<file path="config.mk">
export PLATFORM = sky130hd
export DESIGN_NAME = utf8_text_paginator_flat
export DESIGN_NICKNAME = d
export VERILOG_FILES = /design/src/rtl/core/utp_pkg.sv /design/src/rtl/core/utp_in_if.sv /design/src/rtl/core/utp_layout.sv /design/src/rtl/core/utp_out_stage.sv /design/src/rtl/core/utp_text_paginator_top.sv /design/src/flat_wrapper.sv
export SDC_FILE = /design/constraint.sdc
export NUM_CORES = 1
export LEC_CHECK = 0
export BUFFER_PORTS_ARGS = -buffer_cell sky130_fd_sc_hd__buf_2
export CAP_MARGIN = 20
export CORE_MARGIN = 8
export CORE_UTILIZATION = 25
export CTS_CLUSTER_DIAMETER = 150
export CTS_CLUSTER_SIZE = 8
export DETAILED_ROUTE_END_ITERATION = 6
export PLACE_DENSITY = 0.47
export SYNTH_ARGS = -nofsm -noshare
export SYNTH_HDL_FRONTEND = slang
export SYNTH_SLANG_ARGS = --single-unit
</file>
<file path="constraint.sdc">
create_clock -name clk -period 6.45 [get_ports clk]
set_clock_uncertainty 0.15 [all_clocks]
set_input_delay 0.9675 -clock clk [delete_from_list [all_inputs] [get_ports clk]]
set_output_delay 0.9675 -clock clk [all_outputs]
set_load 0.05 [all_outputs]
</file>
<file path="src/rtl/core/utp_pkg.sv">
// shared types, register codes and byte constants for the text paginator
package utp_pkg;

  localparam int LINE_BITS  = 6;
  localparam int WIDTH_BITS = 8;

  localparam logic [0:0] CFG_LINE_LIMIT = 1'b0;
  localparam logic [0:0] CFG_LINE_WIDTH = 1'b1;

  localparam logic [LINE_BITS-1:0]  LINE_LIMIT_RST = 6'd12;
  localparam logic [WIDTH_BITS-1:0] LINE_WIDTH_RST = 8'd44;

  localparam logic [7:0] CHR_LF  = 8'h0A;
  localparam logic [7:0] CHR_CR  = 8'h0D;
  localparam logic [7:0] CHR_SP  = 8'h20;
  localparam logic [7:0] CHR_TAB = 8'h09;

  localparam logic [7:0] LEAD2_MASK = 8'hE0;
  localparam logic [7:0] LEAD2_CODE = 8'hC0;
  localparam logic [7:0] LEAD3_MASK = 8'hF0;
  localparam logic [7:0] LEAD3_CODE = 8'hE0;
  localparam logic [7:0] LEAD4_MASK = 8'hF8;
  localparam logic [7:0] LEAD4_CODE = 8'hF0;
  localparam logic [7:0] ASCII_TOP  = 8'h80;

  localparam logic [1:0] EMPTY_RUN_MAX = 2'd3;

  typedef struct packed {
    logic       page_start;
    logic       end_of_file;
    logic [7:0] data_byte;
  } item_t;

  typedef struct packed {
    logic [LINE_BITS-1:0] newlines_before;
    logic                 byte_valid;
    logic [7:0]           out_byte;
    logic                 page_end;
  } res_t;

  // number of continuation bytes that follow a lead byte
  function automatic logic [1:0] cont_count(input logic [7:0] b);
    logic [1:0] n;
    n = 2'd0;
    if ((b & LEAD2_MASK) == LEAD2_CODE) n = 2'd1;
    else if ((b & LEAD3_MASK) == LEAD3_CODE) n = 2'd2;
    else if ((b & LEAD4_MASK) == LEAD4_CODE) n = 2'd3;
    return n;
  endfunction

  // display width in half-width units
  function automatic logic [1:0] glyph_units(input logic [7:0] b);
    logic [1:0] w;
    w = 2'd1;
    if (b >= ASCII_TOP && cont_count(b) != 2'd0) w = 2'd2;
    return w;
  endfunction

  function automatic logic is_blank(input logic [7:0] b);
    return (b == CHR_LF) || (b == CHR_CR) || (b == CHR_SP) || (b == CHR_TAB);
  endfunction

endpackage

</file>
<file path="src/rtl/core/utp_in_if.sv">
// input and result channel interfaces of the text paginator
interface utp_in_if #(parameter int OFFSET_BITS = 32);
  logic                   valid;
  logic                   ready;
  logic                   page_start;
  logic                   end_of_file;
  logic [7:0]             data_byte;
  logic [OFFSET_BITS-1:0] byte_offset;

  modport source (output valid, page_start, end_of_file, data_byte, byte_offset,
                  input ready);
  modport sink (input valid, page_start, end_of_file, data_byte, byte_offset,
                output ready);
endinterface

interface utp_out_if #(parameter int OFFSET_BITS = 32);
  logic                   valid;
  logic                   ready;
  logic [5:0]             newlines_before;
  logic                   byte_valid;
  logic [7:0]             out_byte;
  logic                   page_end;
  logic [OFFSET_BITS-1:0] next_offset;

  modport source (output valid, newlines_before, byte_valid, out_byte, page_end,
                  next_offset, input ready);
  modport sink (input valid, newlines_before, byte_valid, out_byte, page_end,
                next_offset, output ready);
endinterface

</file>
<file path="src/rtl/core/utp_layout.sv">
// layout state, configuration registers and the per-item update
module utp_layout
  import utp_pkg::*;
#(
  parameter int OFFSET_BITS = 32
) (
  input  logic                   clk,
  input  logic                   rst_n,
  input  logic                   step,
  input  item_t                  item,
  input  logic [OFFSET_BITS-1:0] item_ofs,
  input  logic                   cfg_we,
  input  logic [0:0]             cfg_index,
  input  logic [7:0]             cfg_wdata,
  output logic                   res_have,
  output res_t                   res,
  output logic [OFFSET_BITS-1:0] res_ofs
);

  logic [LINE_BITS-1:0]  line_limit_r;
  logic [WIDTH_BITS-1:0] line_width_r;

  logic [LINE_BITS-1:0]  line_count_r, line_count_nxt;
  logic [WIDTH_BITS-1:0] width_used_r, width_used_nxt;
  logic [1:0]            empty_run_r, empty_run_nxt;
  logic                  has_text_r, has_text_nxt;
  logic [1:0]            cont_left_r, cont_left_nxt;
  logic                  skipping_r, skipping_nxt;
  logic                  finished_r, finished_nxt;

  logic                  go;
  logic [LINE_BITS-1:0]  held;
  logic [1:0]            cw;
  logic [8:0]            wsum;

  always_ff @(posedge clk) begin
    if (!rst_n) begin
      line_limit_r <= LINE_LIMIT_RST;
      line_width_r <= LINE_WIDTH_RST;
    end else if (cfg_we) begin
      case (cfg_index)
        CFG_LINE_LIMIT: line_limit_r <= cfg_wdata[LINE_BITS-1:0];
        CFG_LINE_WIDTH: line_width_r <= cfg_wdata;
        default: ;
      endcase
    end
  end

  always_comb begin
    if (item.page_start) begin
      line_count_nxt = '0;
      width_used_nxt = '0;
      empty_run_nxt  = '0;
      has_text_nxt   = 1'b0;
      cont_left_nxt  = '0;
      skipping_nxt   = 1'b0;
      finished_nxt   = 1'b0;
    end else begin
      line_count_nxt = line_count_r;
      width_used_nxt = width_used_r;
      empty_run_nxt  = empty_run_r;
      has_text_nxt   = has_text_r;
      cont_left_nxt  = cont_left_r;
      skipping_nxt   = skipping_r;
      finished_nxt   = finished_r;
    end
    res_have = 1'b0;
    res      = '0;
    res_ofs  = '0;
    go       = 1'b0;
    held     = '0;
    cw       = glyph_units(item.data_byte);
    wsum     = '0;

    if (!finished_nxt) begin
      if (line_count_nxt >= line_limit_r) begin
        res_have            = 1'b1;
        res.newlines_before = has_text_nxt ? '0 : line_count_nxt;
        res.page_end        = 1'b1;
        res_ofs             = item_ofs;
        finished_nxt        = 1'b1;
      end else if (item.end_of_file) begin
        res_have            = 1'b1;
        res.newlines_before = (has_text_nxt || skipping_nxt) ? '0 : line_count_nxt;
        res.page_end        = 1'b1;
        res_ofs             = item_ofs;
        finished_nxt        = 1'b1;
      end else if (cont_left_nxt != 2'd0) begin
        cont_left_nxt  = cont_left_nxt - 2'd1;
        res_have       = 1'b1;
        res.byte_valid = 1'b1;
        res.out_byte   = item.data_byte;
      end else begin
        go = 1'b1;
        if (skipping_nxt) begin
          if (is_blank(item.data_byte)) begin
            go = 1'b0;
          end else begin
            skipping_nxt = 1'b0;
            if (has_text_nxt) begin
              // chapter break after text: end here, byte not consumed
              go           = 1'b0;
              res_have     = 1'b1;
              res.page_end = 1'b1;
              res_ofs      = item_ofs;
              finished_nxt = 1'b1;
            end else begin
              line_count_nxt = '0;
              width_used_nxt = '0;
              empty_run_nxt  = '0;
            end
          end
        end

        if (go && item.data_byte == CHR_LF) begin
          if (width_used_nxt == '0) begin
            if (empty_run_nxt != EMPTY_RUN_MAX) empty_run_nxt = empty_run_nxt + 2'd1;
          end else begin
            empty_run_nxt = '0;
          end
          if (empty_run_nxt == EMPTY_RUN_MAX) begin
            skipping_nxt = 1'b1;
          end else begin
            line_count_nxt = line_count_nxt + 1'b1;
            width_used_nxt = '0;
            if (line_count_nxt >= line_limit_r) begin
              res_have     = 1'b1;
              res.page_end = 1'b1;
              res_ofs      = item_ofs + OFFSET_BITS'(1);
              finished_nxt = 1'b1;
              if (has_text_nxt) begin
                res.byte_valid = 1'b1;
                res.out_byte   = CHR_LF;
              end else begin
                res.newlines_before = line_count_nxt;
              end
            end else if (has_text_nxt) begin
              res_have       = 1'b1;
              res.byte_valid = 1'b1;
              res.out_byte   = CHR_LF;
            end
          end
        end else if (go && item.data_byte != CHR_CR) begin
          held          = has_text_nxt ? '0 : line_count_nxt;
          has_text_nxt  = 1'b1;
          empty_run_nxt = '0;
          wsum          = {1'b0, width_used_nxt} + {7'd0, cw};
          res_have      = 1'b1;
          if (wsum > {1'b0, line_width_r}) begin
            held           = held + 1'b1;
            line_count_nxt = line_count_nxt + 1'b1;
            width_used_nxt = '0;
          end
          res.newlines_before = held;
          if (line_count_nxt >= line_limit_r) begin
            // wrap hit the line limit: character goes to the next page
            res.page_end = 1'b1;
            res_ofs      = item_ofs;
            finished_nxt = 1'b1;
          end else begin
            width_used_nxt = width_used_nxt + {6'd0, cw};
            cont_left_nxt  = cont_count(item.data_byte);
            res.byte_valid = 1'b1;
            res.out_byte   = item.data_byte;
          end
        end
      end
    end
  end

  always_ff @(posedge clk) begin
    if (!rst_n) begin
      line_count_r <= '0;
      width_used_r <= '0;
      empty_run_r  <= '0;
      has_text_r   <= 1'b0;
      cont_left_r  <= '0;
      skipping_r   <= 1'b0;
      finished_r   <= 1'b0;
    end else if (step) begin
      line_count_r <= line_count_nxt;
      width_used_r <= width_used_nxt;
      empty_run_r  <= empty_run_nxt;
      has_text_r   <= has_text_nxt;
      cont_left_r  <= cont_left_nxt;
      skipping_r   <= skipping_nxt;
      finished_r   <= finished_nxt;
    end
  end

endmodule

</file>
<file path="src/rtl/core/utp_out_stage.sv">
// result register driving the result channel
module utp_out_stage
  import utp_pkg::*;
#(
  parameter int OFFSET_BITS = 32
) (
  input  logic                   clk,
  input  logic                   rst_n,
  input  logic                   load,
  input  res_t                   res,
  input  logic [OFFSET_BITS-1:0] res_ofs,
  output logic                   busy,
  utp_out_if.source              out_ch
);

  logic                   valid_r;
  res_t                   res_r;
  logic [OFFSET_BITS-1:0] ofs_r;

  always_ff @(posedge clk) begin
    if (!rst_n) begin
      valid_r <= 1'b0;
    end else if (load) begin
      valid_r <= 1'b1;
    end else if (out_ch.ready) begin
      valid_r <= 1'b0;
    end
  end

  always_ff @(posedge clk) begin
    if (load) begin
      res_r <= res;
      ofs_r <= res_ofs;
    end
  end

  assign busy                   = valid_r && !out_ch.ready;
  assign out_ch.valid           = valid_r;
  assign out_ch.newlines_before = res_r.newlines_before;
  assign out_ch.byte_valid      = res_r.byte_valid;
  assign out_ch.out_byte        = res_r.out_byte;
  assign out_ch.page_end        = res_r.page_end;
  assign out_ch.next_offset     = ofs_r;

endmodule

</file>
<file path="src/rtl/core/utp_text_paginator_top.sv">
// top level of the utf-8 text paginator
//
//   port      dir  handshake     contents
//   in_ch     in   valid/ready   page_start, end_of_file, data_byte, byte_offset
//   out_ch    out  valid/ready   newlines_before, byte_valid, out_byte, page_end, next_offset
//   cfg_*     in   write enable  line limit (index 0), line_width_units (index 1)
//
// one item per cycle while the result register is not stalled; a result passes from
// the input register through the layout update into the result register
// items that make no result only update the layout state
// a stalled result register holds the input register; input still fills an empty slot
// synchronous active-low reset clears the layout state and loads register defaults
module utf8_text_paginator
  import utp_pkg::*;
#(
  parameter int OFFSET_BITS = 32
) (
  input  logic       clk,
  input  logic       rst_n,
  utp_in_if.sink     in_ch,
  utp_out_if.source  out_ch,
  input  logic       cfg_we,
  input  logic [0:0] cfg_index,
  input  logic [7:0] cfg_wdata
);

  logic                   in_valid_r;
  item_t                  item_r;
  logic [OFFSET_BITS-1:0] ofs_r;
  logic                   step;
  logic                   out_busy;
  logic                   res_have;
  res_t                   res;
  logic [OFFSET_BITS-1:0] res_ofs;

  assign step        = in_valid_r && !out_busy;
  assign in_ch.ready = !in_valid_r || step;

  always_ff @(posedge clk) begin
    if (!rst_n) begin
      in_valid_r <= 1'b0;
    end else if (in_ch.ready) begin
      in_valid_r <= in_ch.valid;
    end
  end

  always_ff @(posedge clk) begin
    if (in_ch.ready && in_ch.valid) begin
      item_r.page_start  <= in_ch.page_start;
      item_r.end_of_file <= in_ch.end_of_file;
      item_r.data_byte   <= in_ch.data_byte;
      ofs_r              <= in_ch.byte_offset;
    end
  end

  utp_layout #(.OFFSET_BITS(OFFSET_BITS)) u_layout (
    .clk       (clk),
    .rst_n     (rst_n),
    .step      (step),
    .item      (item_r),
    .item_ofs  (ofs_r),
    .cfg_we    (cfg_we),
    .cfg_index (cfg_index),
    .cfg_wdata (cfg_wdata),
    .res_have  (res_have),
    .res       (res),
    .res_ofs   (res_ofs)
  );

  utp_out_stage #(.OFFSET_BITS(OFFSET_BITS)) u_out (
    .clk     (clk),
    .rst_n   (rst_n),
    .load    (step && res_have),
    .res     (res),
    .res_ofs (res_ofs),
    .busy    (out_busy),
    .out_ch  (out_ch)
  );

endmodule

</file>
<file path="src/flat_wrapper.sv">
// flat-port wrapper written by rule: the top's interface ports become plain ports
module utf8_text_paginator_flat import utp_pkg::*;
#(
  parameter int OFFSET_BITS = 32
)
  (clk, rst_n, cfg_we, cfg_index, cfg_wdata, in_ch_valid, in_ch_page_start, in_ch_end_of_file, in_ch_data_byte, in_ch_byte_offset, in_ch_ready, out_ch_valid, out_ch_newlines_before, out_ch_byte_valid, out_ch_out_byte, out_ch_page_end, out_ch_next_offset, out_ch_ready);
  utp_in_if #(.OFFSET_BITS(OFFSET_BITS)) in_ch_i ();
  utp_out_if #(.OFFSET_BITS(OFFSET_BITS)) out_ch_i ();
  input  logic clk;
  input  logic rst_n;
  input  logic cfg_we;
  input  logic [0:0] cfg_index;
  input  logic [7:0] cfg_wdata;
  input wire logic [$bits(in_ch_i.valid)-1:0] in_ch_valid;
  input wire logic [$bits(in_ch_i.page_start)-1:0] in_ch_page_start;
  input wire logic [$bits(in_ch_i.end_of_file)-1:0] in_ch_end_of_file;
  input wire logic [$bits(in_ch_i.data_byte)-1:0] in_ch_data_byte;
  input wire logic [$bits(in_ch_i.byte_offset)-1:0] in_ch_byte_offset;
  output wire logic [$bits(in_ch_i.ready)-1:0] in_ch_ready;
  output wire logic [$bits(out_ch_i.valid)-1:0] out_ch_valid;
  output wire logic [$bits(out_ch_i.newlines_before)-1:0] out_ch_newlines_before;
  output wire logic [$bits(out_ch_i.byte_valid)-1:0] out_ch_byte_valid;
  output wire logic [$bits(out_ch_i.out_byte)-1:0] out_ch_out_byte;
  output wire logic [$bits(out_ch_i.page_end)-1:0] out_ch_page_end;
  output wire logic [$bits(out_ch_i.next_offset)-1:0] out_ch_next_offset;
  input wire logic [$bits(out_ch_i.ready)-1:0] out_ch_ready;
  assign in_ch_i.valid = in_ch_valid;
  assign in_ch_i.page_start = in_ch_page_start;
  assign in_ch_i.end_of_file = in_ch_end_of_file;
  assign in_ch_i.data_byte = in_ch_data_byte;
  assign in_ch_i.byte_offset = in_ch_byte_offset;
  assign in_ch_ready = in_ch_i.ready;
  assign out_ch_valid = out_ch_i.valid;
  assign out_ch_newlines_before = out_ch_i.newlines_before;
  assign out_ch_byte_valid = out_ch_i.byte_valid;
  assign out_ch_out_byte = out_ch_i.out_byte;
  assign out_ch_page_end = out_ch_i.page_end;
  assign out_ch_next_offset = out_ch_i.next_offset;
  assign out_ch_i.ready = out_ch_ready;
  utf8_text_paginator #(.OFFSET_BITS(OFFSET_BITS)) u_core (.clk(clk), .rst_n(rst_n), .in_ch(in_ch_i), .out_ch(out_ch_i), .cfg_we(cfg_we), .cfg_index(cfg_index), .cfg_wdata(cfg_wdata));
endmodule
</file>
* Yosys cells after proc, flatten, opt, wreduce, memory -nomap -nowiden
Cells that the tools add are included.
Operators by class: add/subtract/negate cells 7, $lt $le $gt $ge 5, eq/ne operators 10, multiplexer cells 154, bitwise gates (word level) 1, reduce and logical (&&, ||, !) cells 22
Operators with widths (count):
- 32-bit two-way mux | 11
- 6-bit two-way mux | 31
- 8-bit two-way mux | 23
- 2-bit two-way mux | 33
- 1-bit two-way mux | 50
- 16-bit two-way mux | 3
- 32-bit by 1-bit adder with 32-bit output (second input constant) | 1
- 9-bit two-way mux | 3
- 8-bit by 4-bit equality test with 1-bit output (second input constant) | 3
- 6-bit >= comparator | 3
- 6-bit by 1-bit adder with 6-bit output (second input constant) | 2
- 8-bit by 2-bit adder with 9-bit output | 1
- 9-bit by 8-bit > comparator with 1-bit output | 1
- 8-bit by 2-bit adder with 8-bit output | 1
- 8-bit by 6-bit equality test with 1-bit output (second input constant) | 1
- 8-bit >= comparator (second input constant) | 1
- 8-bit zero test | 1
- 8-bit by 4-bit != test with 1-bit output (second input constant) | 1
- 1-bit logical AND | 7
- 2-bit nonzero test | 3
- 5-bit equality test (second input constant) | 1
- 1-bit logical OR | 5
- 4-bit equality test (second input constant) | 1
- 2-bit AND reduction | 2
- other kinds (8) | 10
Word-level totals: bits in registers 127, bits of input ports 56, output and inout bits 50, word-level logic and storage cells 219

* Longest topological paths before layout
depth in word-level cells 27, mapped depth 29, depth with buffers taken out 27

* Hierarchy
Synthesis repeated with hierarchy kept, for this count alone.
Unflattened totals: cells, all modules 817, area total of the unflattened synthesis 7805.0 µm²
Modules (own cells, without submodules):
- utp_layout | times used 1, cells each 717, area each 4997.3 µm², seq. area each 700.7 µm²
- utp_out_stage | times used 1, cells each 51, area each 1482.7 µm², seq. area each 1461.4 µm²
- utf8_text_paginator | times used 1, cells each 49, area each 1325.0 µm², seq. area each 1281.2 µm²

* Least setup slack after synthesis
Ideal clock, no wire load.
kind register -> register, from reg u_core.item_r[1] in the netlist's numbering, to reg u_core.u_out.res_r (netlist bit u_core.u_out.out_ch.byte_valid) (enable), library setup time 0.471 ns, arrival 5.570 ns, required time 5.829 ns, slack 0.259 ns, stages on the path, launching flop included 18, path buffers 2, clock period less this slack 6.191 ns, cell sequence edfxtp_1 > nor3b_2 > o211a_1 > buf_2 > nor2_1 > clkbuf_1 > nor2_1 > ha_1 > and4b_1 > xor2_1 > o21ai_0 > inv_1 > ha_1 > nand3_1 > o21a_1 > a21oi_1 > o22ai_1 > a21oi_1
Between the ends: longest elaborated chain between the ends 26, elaborated cells between the ends (all ways) 59, those cells by class add/sub (2); order compare (1); eq/ne (7); mux (42); reduce/logical (7)
RTL lines:
- from (decl) | RTL line utp_text_paginator_top.sv:28 | item_t item_r;
- 8-bit by 4-bit equality test with 1-bit output (on tied branches) | RTL line utp_pkg.sv:60, utp_layout.sv:115
- 1-bit logical OR (3 in a row) | RTL line utp_pkg.sv:60 | return (b == CHR_LF) || (b == CHR_CR) || (b == CHR_SP) || (b == CHR_TAB);
- 2-bit two-way mux | RTL line utp_layout.sv:96 | if (is_blank(item.data_byte)) begin
- 2-bit two-way mux | RTL line utp_layout.sv:95 | if (skipping_nxt) begin
- 2-bit two-way mux | RTL line utp_layout.sv:88 | end else if (cont_left_nxt != 2'd0) begin
- 2-bit two-way mux | RTL line utp_layout.sv:82 | end else if (item.end_of_file) begin
- 2-bit two-way mux | RTL line utp_layout.sv:76 | if (line_count_nxt >= line_limit_r) begin
- 2-bit two-way mux | RTL line utp_layout.sv:75 | if (!finished_nxt) begin
- [... 9 more ...]
- 1-bit two-way mux | RTL line utp_layout.sv:121 | if (empty_run_nxt == EMPTY_RUN_MAX) begin
- 1-bit two-way mux * | RTL line utp_layout.sv:115 | if (go && item.data_byte == CHR_LF) begin
- 1-bit two-way mux * | RTL line utp_layout.sv:88
- 1-bit two-way mux * | RTL line utp_layout.sv:82
- 1-bit two-way mux * | RTL line utp_layout.sv:76
- 1-bit two-way mux * | RTL line utp_layout.sv:75
- 1-bit logical AND * | RTL line utp_text_paginator_top.sv:73 | .load (step && res_have),
- named net u_core.u_out.load | RTL line utp_out_stage.sv:9 | input logic load,
- to (signal assigned) | RTL line utp_out_stage.sv:32 | res_r <= res;
- to (decl) | RTL line utp_out_stage.sv:17 | res_t res_r;
The timed path passes the listed nets; every way through them passes the cells marked *. The select of a mux whose other input is x is not followed. A chain may end at the register's enable or synchronous reset.

* Worst setup path after layout
from reg u_core.item_r[1] in the netlist's numbering, to reg u_core.u_layout.width_used_r[7]
Between the ends: longest elaborated chain between the ends 27, elaborated cells between the ends (all ways) 75, those cells by class add/sub (4); order compare (3); eq/ne (7); mux (54); reduce/logical (7)
RTL lines:
- 8-bit by 4-bit equality test with 1-bit output (on tied branches) | RTL line utp_pkg.sv:60, utp_layout.sv:115
- 1-bit logical OR (3 in a row) | RTL line utp_pkg.sv:60
- 8-bit two-way mux | RTL line utp_layout.sv:96
- 8-bit two-way mux | RTL line utp_layout.sv:95
- 8-bit two-way mux | RTL line utp_layout.sv:88
- 8-bit two-way mux | RTL line utp_layout.sv:82
- 8-bit two-way mux | RTL line utp_layout.sv:76
- 8-bit two-way mux | RTL line utp_layout.sv:75
- [... 9 more ...]
- 8-bit by 2-bit adder with 8-bit output / 6-bit >= comparator (equally long branches) | RTL line utp_layout.sv:161, utp_layout.sv:155
- 8-bit two-way mux | RTL line utp_layout.sv:155 | if (line_count_nxt >= line_limit_r) begin
- 8-bit two-way mux | RTL line utp_layout.sv:143 | end else if (go && item.data_byte != CHR_CR) begin
- 8-bit two-way mux * | RTL line utp_layout.sv:115
- 8-bit two-way mux * | RTL line utp_layout.sv:88
- 8-bit two-way mux * | RTL line utp_layout.sv:82
- 8-bit two-way mux * | RTL line utp_layout.sv:76
- 8-bit two-way mux * | RTL line utp_layout.sv:75
- to (signal assigned) | RTL line utp_layout.sv:182 | width_used_r <= width_used_nxt;
- to (decl) | RTL line utp_layout.sv:24 | logic [WIDTH_BITS-1:0] width_used_r, width_used_nxt;
Every way passes the cells marked *; elsewhere a longest branch is shown, timed or not. The select of a mux whose other input is x is not followed.

==> results.tsv <==
metric	value	unit
outcome	finished clean	
Hold Slack	317	ps
Pre-Repair DR Iteration Count	6	
synth top area cells	edfxtp_1 35%, dfxtp_1 9.6%, ha_1 5.4%	
Worst Path Max Fanout	9	
WP data arrival	6260	ps
IO Pins	106	
syn avg cell area	9.41	sq um
CTS tree	done	
# nets final	1033	
die width	192	um
Clock Sinks	127	
buffer depth of the longest clock path	2	
Pins Over Slew Limit	0	
register area	3440	sq um
vias per cell	5.21	
core area	30500	sq um
Yosys top cell area share	35.0	%
Reg2Reg Depth	27	
Post-synth EDFFs	90	
footprint of the multi-input gates	4050	sq um
post-route setup slack	397	ps
Switch Pwr	0.615	mW
Non-Filler Instances	1351	
placed insts	1309	
Tmin final	6050	ps
total track usage	14.1	%
Clock Pin Slew Worst Setup and Hold Paths	60	ps
synthesized flop and latch total	127	
Chip Height	192	um
Final Hold Fails	0	
setup TNS	0	ps
grt ovf	0	
CTS Hold Bufs	0	
Worst IR Drop VDD	0.166	mV
Tightest Hold Check Type	reg -> reg	
Cells after Synth	820	
leakage	3.59	nW
Layout Area Growth over Synthesis	23.0	%
Final setup viols	0	
Die Area	36700	sq um
H-tree level count	4	
post-synth top area cell	edfxtp_1	
vias after detailed routing	7033	
Num CTS Buffers	17	
Critical Path Start	u_core.item_r[1]$_DFFE_PP_	
clk root buf	clkbuf_16	
power per cell area	228	nW/um^2
Clock power frac	43.3	%
hold_sp	u_core.u_layout.line_limit_r[1]$_SDFFE_PN0P_	
worst path required time	6660	ps
Primary FF master, synth	edfxtp_1	
Placement Setup Slack	244	ps
Worst-Margin Slew	909	ps
antenna violations before repair	0	
vias in the first global route	6826	
crit end category	flop	
WHS Endpoint	u_core.u_layout.line_limit_r[1]$_SDFFE_PN0P_	
crit path launch type	flop	
ANT nets after route	0	
first-pass GRT wire length	40300	um
# rows	64	
Seq pwr share	43.9	%
Post-DP HPWL	19600	um
max-cap viol count	0	
share of cells above drive strength 1	21.0	%
Yosys warnings	0	
routability-driven placement congestion ratio	0.866	
WL per Instance	19.4	um
hold path depth	2	
critical path class	reg -> reg	
Syn Nets	911	
Worst-Skew Late Latency	430	ps
Initial Util	25.3	%
detailed-route DRC error count	0	
Fmax	0.165	GHz
count of cell types in the netlist	78	
commonest non-fill, non-tap cells in the layout	105 x buf_2, 94 x nand2_1, 90 x edfxtp_1	
fin crit share	93.8	%
Initial DRC Count	630	
R2R Path End	u_core.u_layout.width_used_r[7]$_SDFFE_PN0P_	
leading cell type in the layout, fill and taps excluded	buf_2	
switch share	28.4	%
register area share after synthesis	44.6	%
Post-synth ARST share	0	%
Routed WL	26200	um
largest net degree at the start of global routing	43	
Slew HR	39.3	%
Internal Power	1.55	mW
R2R Setup Slk	400	ps
diodes inserted	0	
reg2reg start	u_core.item_r[1]$_DFFE_PP_	
PortBufs	105	
Cell Area, Synth	7720	sq um
number of fill cells	3221	
Logic pwr share	12.8	%
critical path, stage by stage, from the launching register on:
cell,delay (ps)
edfxtp_1,470
nor3b_2,220
o211ai_1,240
a21oi_2,110
nand2_1,120
inv_1,50
ha_1,210
fa_1,460
nand3_1,140
xor2_1,150
nor2_1,60
ha_1,320
a21oi_1,130
o21ai_0,120
a221oi_2,310
o21ai_1,80
buf_4,180
nand2_1,80
xnor2_1,110
nor2_1,60
ha_1,310
a21o_1,180
a21oi_1,220
o21ai_2,180
or4_1,510
or4_1,420
or3_1,320
o21ai_1,70
per-layer routing:
metal / GRT usage [%] / share of wire, %
met2: 20.4 / 43
met4: 4.83 / 1.9
met5: 0 / 0
met1: 20.5 / 49
met3: 2.94 / 5.9
power groups by stage:
stage	Sequential (mW)	Clock (mW)	Combinational [mW]
after global placement	0.969	0	0.274
after detailed placement	0.969	0	0.273
final	0.951	0.938	0.278
after global routing	0.957	0.990	0.303
after floorplan	1.02	0	0.118
after CTS	0.952	0.958	0.274
worst max path at each step:
stage                                                         endpoint  slack [ps]
after CTS                 u_core.u_layout.width_used_r[7]$_SDFFE_PN0P_         210
after global routing      u_core.u_layout.width_used_r[7]$_SDFFE_PN0P_        -0.8
final                     u_core.u_layout.width_used_r[7]$_SDFFE_PN0P_         400
after floorplan           u_core.u_out.out_ch.byte_valid$_SDFFCE_PP0P_         260
after global placement    u_core.u_layout.width_used_r[7]$_SDFFE_PN0P_         380
after detailed placement  u_core.u_layout.width_used_r[7]$_SDFFE_PN0P_         240
per-stage QoR:
step	utilization, %	power, mW	cell area (sq um)
after floorplan	-	1.14	7720
after global placement	28.9	1.24	8820
after detailed placement	28.9	1.24	8820
after CTS	30.7	2.18	9380
after global routing	31.1	2.25	9490
final	31.1	2.17	9490
sequential cells by signal (all words and copies together), names as in the netlist:
| signal | count |
|---|---|
| u_core.ofs_r | 32 |
| u_core.u_out.out_ch.next_offset | 32 |
| u_core.item_r | 10 |
| u_core.u_layout.line_width_r | 8 |
| u_core.u_layout.width_used_r | 8 |
| u_core.u_out.out_ch.out_byte | 8 |
| u_core.u_layout.line_count_r | 6 |
| u_core.u_layout.line_limit_r | 6 |
| u_core.u_out.out_ch.newlines_before | 6 |
| u_core.u_layout.cont_left_r | 2 |
| u_core.u_layout.empty_run_r | 2 |
| u_core.in_valid_r | 1 |
| u_core.u_layout.finished_r | 1 |
| u_core.u_layout.has_text_r | 1 |
| u_core.u_layout.skipping_r | 1 |
| u_core.u_out.out_ch.byte_valid | 1 |
| u_core.u_out.out_ch.page_end | 1 |
| u_core.u_out.out_ch.valid | 1 |
cell usage after synthesis, types with 10 or more instances:
cell,number
and2_1,14
o21ai_0,41
a21o_1,10
nor2b_1,13
nand2_1,94
xnor2_1,11
nor3_1,24
nand2b_1,12
dfxtp_1,37
inv_1,30
nand4_1,13
edfxtp_1,90
ha_1,33
a31oi_1,22
and3_1,12
o211ai_1,12
nand3_1,35
a21boi_0,16
nor4_1,11
clkbuf_1,33
a311oi_1,13
o31ai_1,12
nor2_1,49
a21oi_1,49
cells by family after synthesis:
group                      after synthesis  share of synthesized area, %
adders and majority gates               35                          5.87
buffers and inverters                   70                          3.52
and+or+nand+nor                        323                          21.8
muxes                                    3                         0.405
DFF                                    127                          44.6
AOI/OAI and AO/OA                      245                          21.8
xor gates and xnor gates                17                          1.93
repair_timing:
item	CTS	global route
setup endpoints to repair	0	30
resized for setup	0	7
hold endpoints to repair	0	0
buffers inserted	0	10
final cells by class:
cell class	instances	area share [%]
multi-input combinational	623	42.7
sequential	127	36.3
timing repair buffer	143	8.68
tap	396	5.22
clock buffer	22	5.17
inverter	30	1.19
clock inverter	10	0.778
Power figures use the tool's default switching activity.
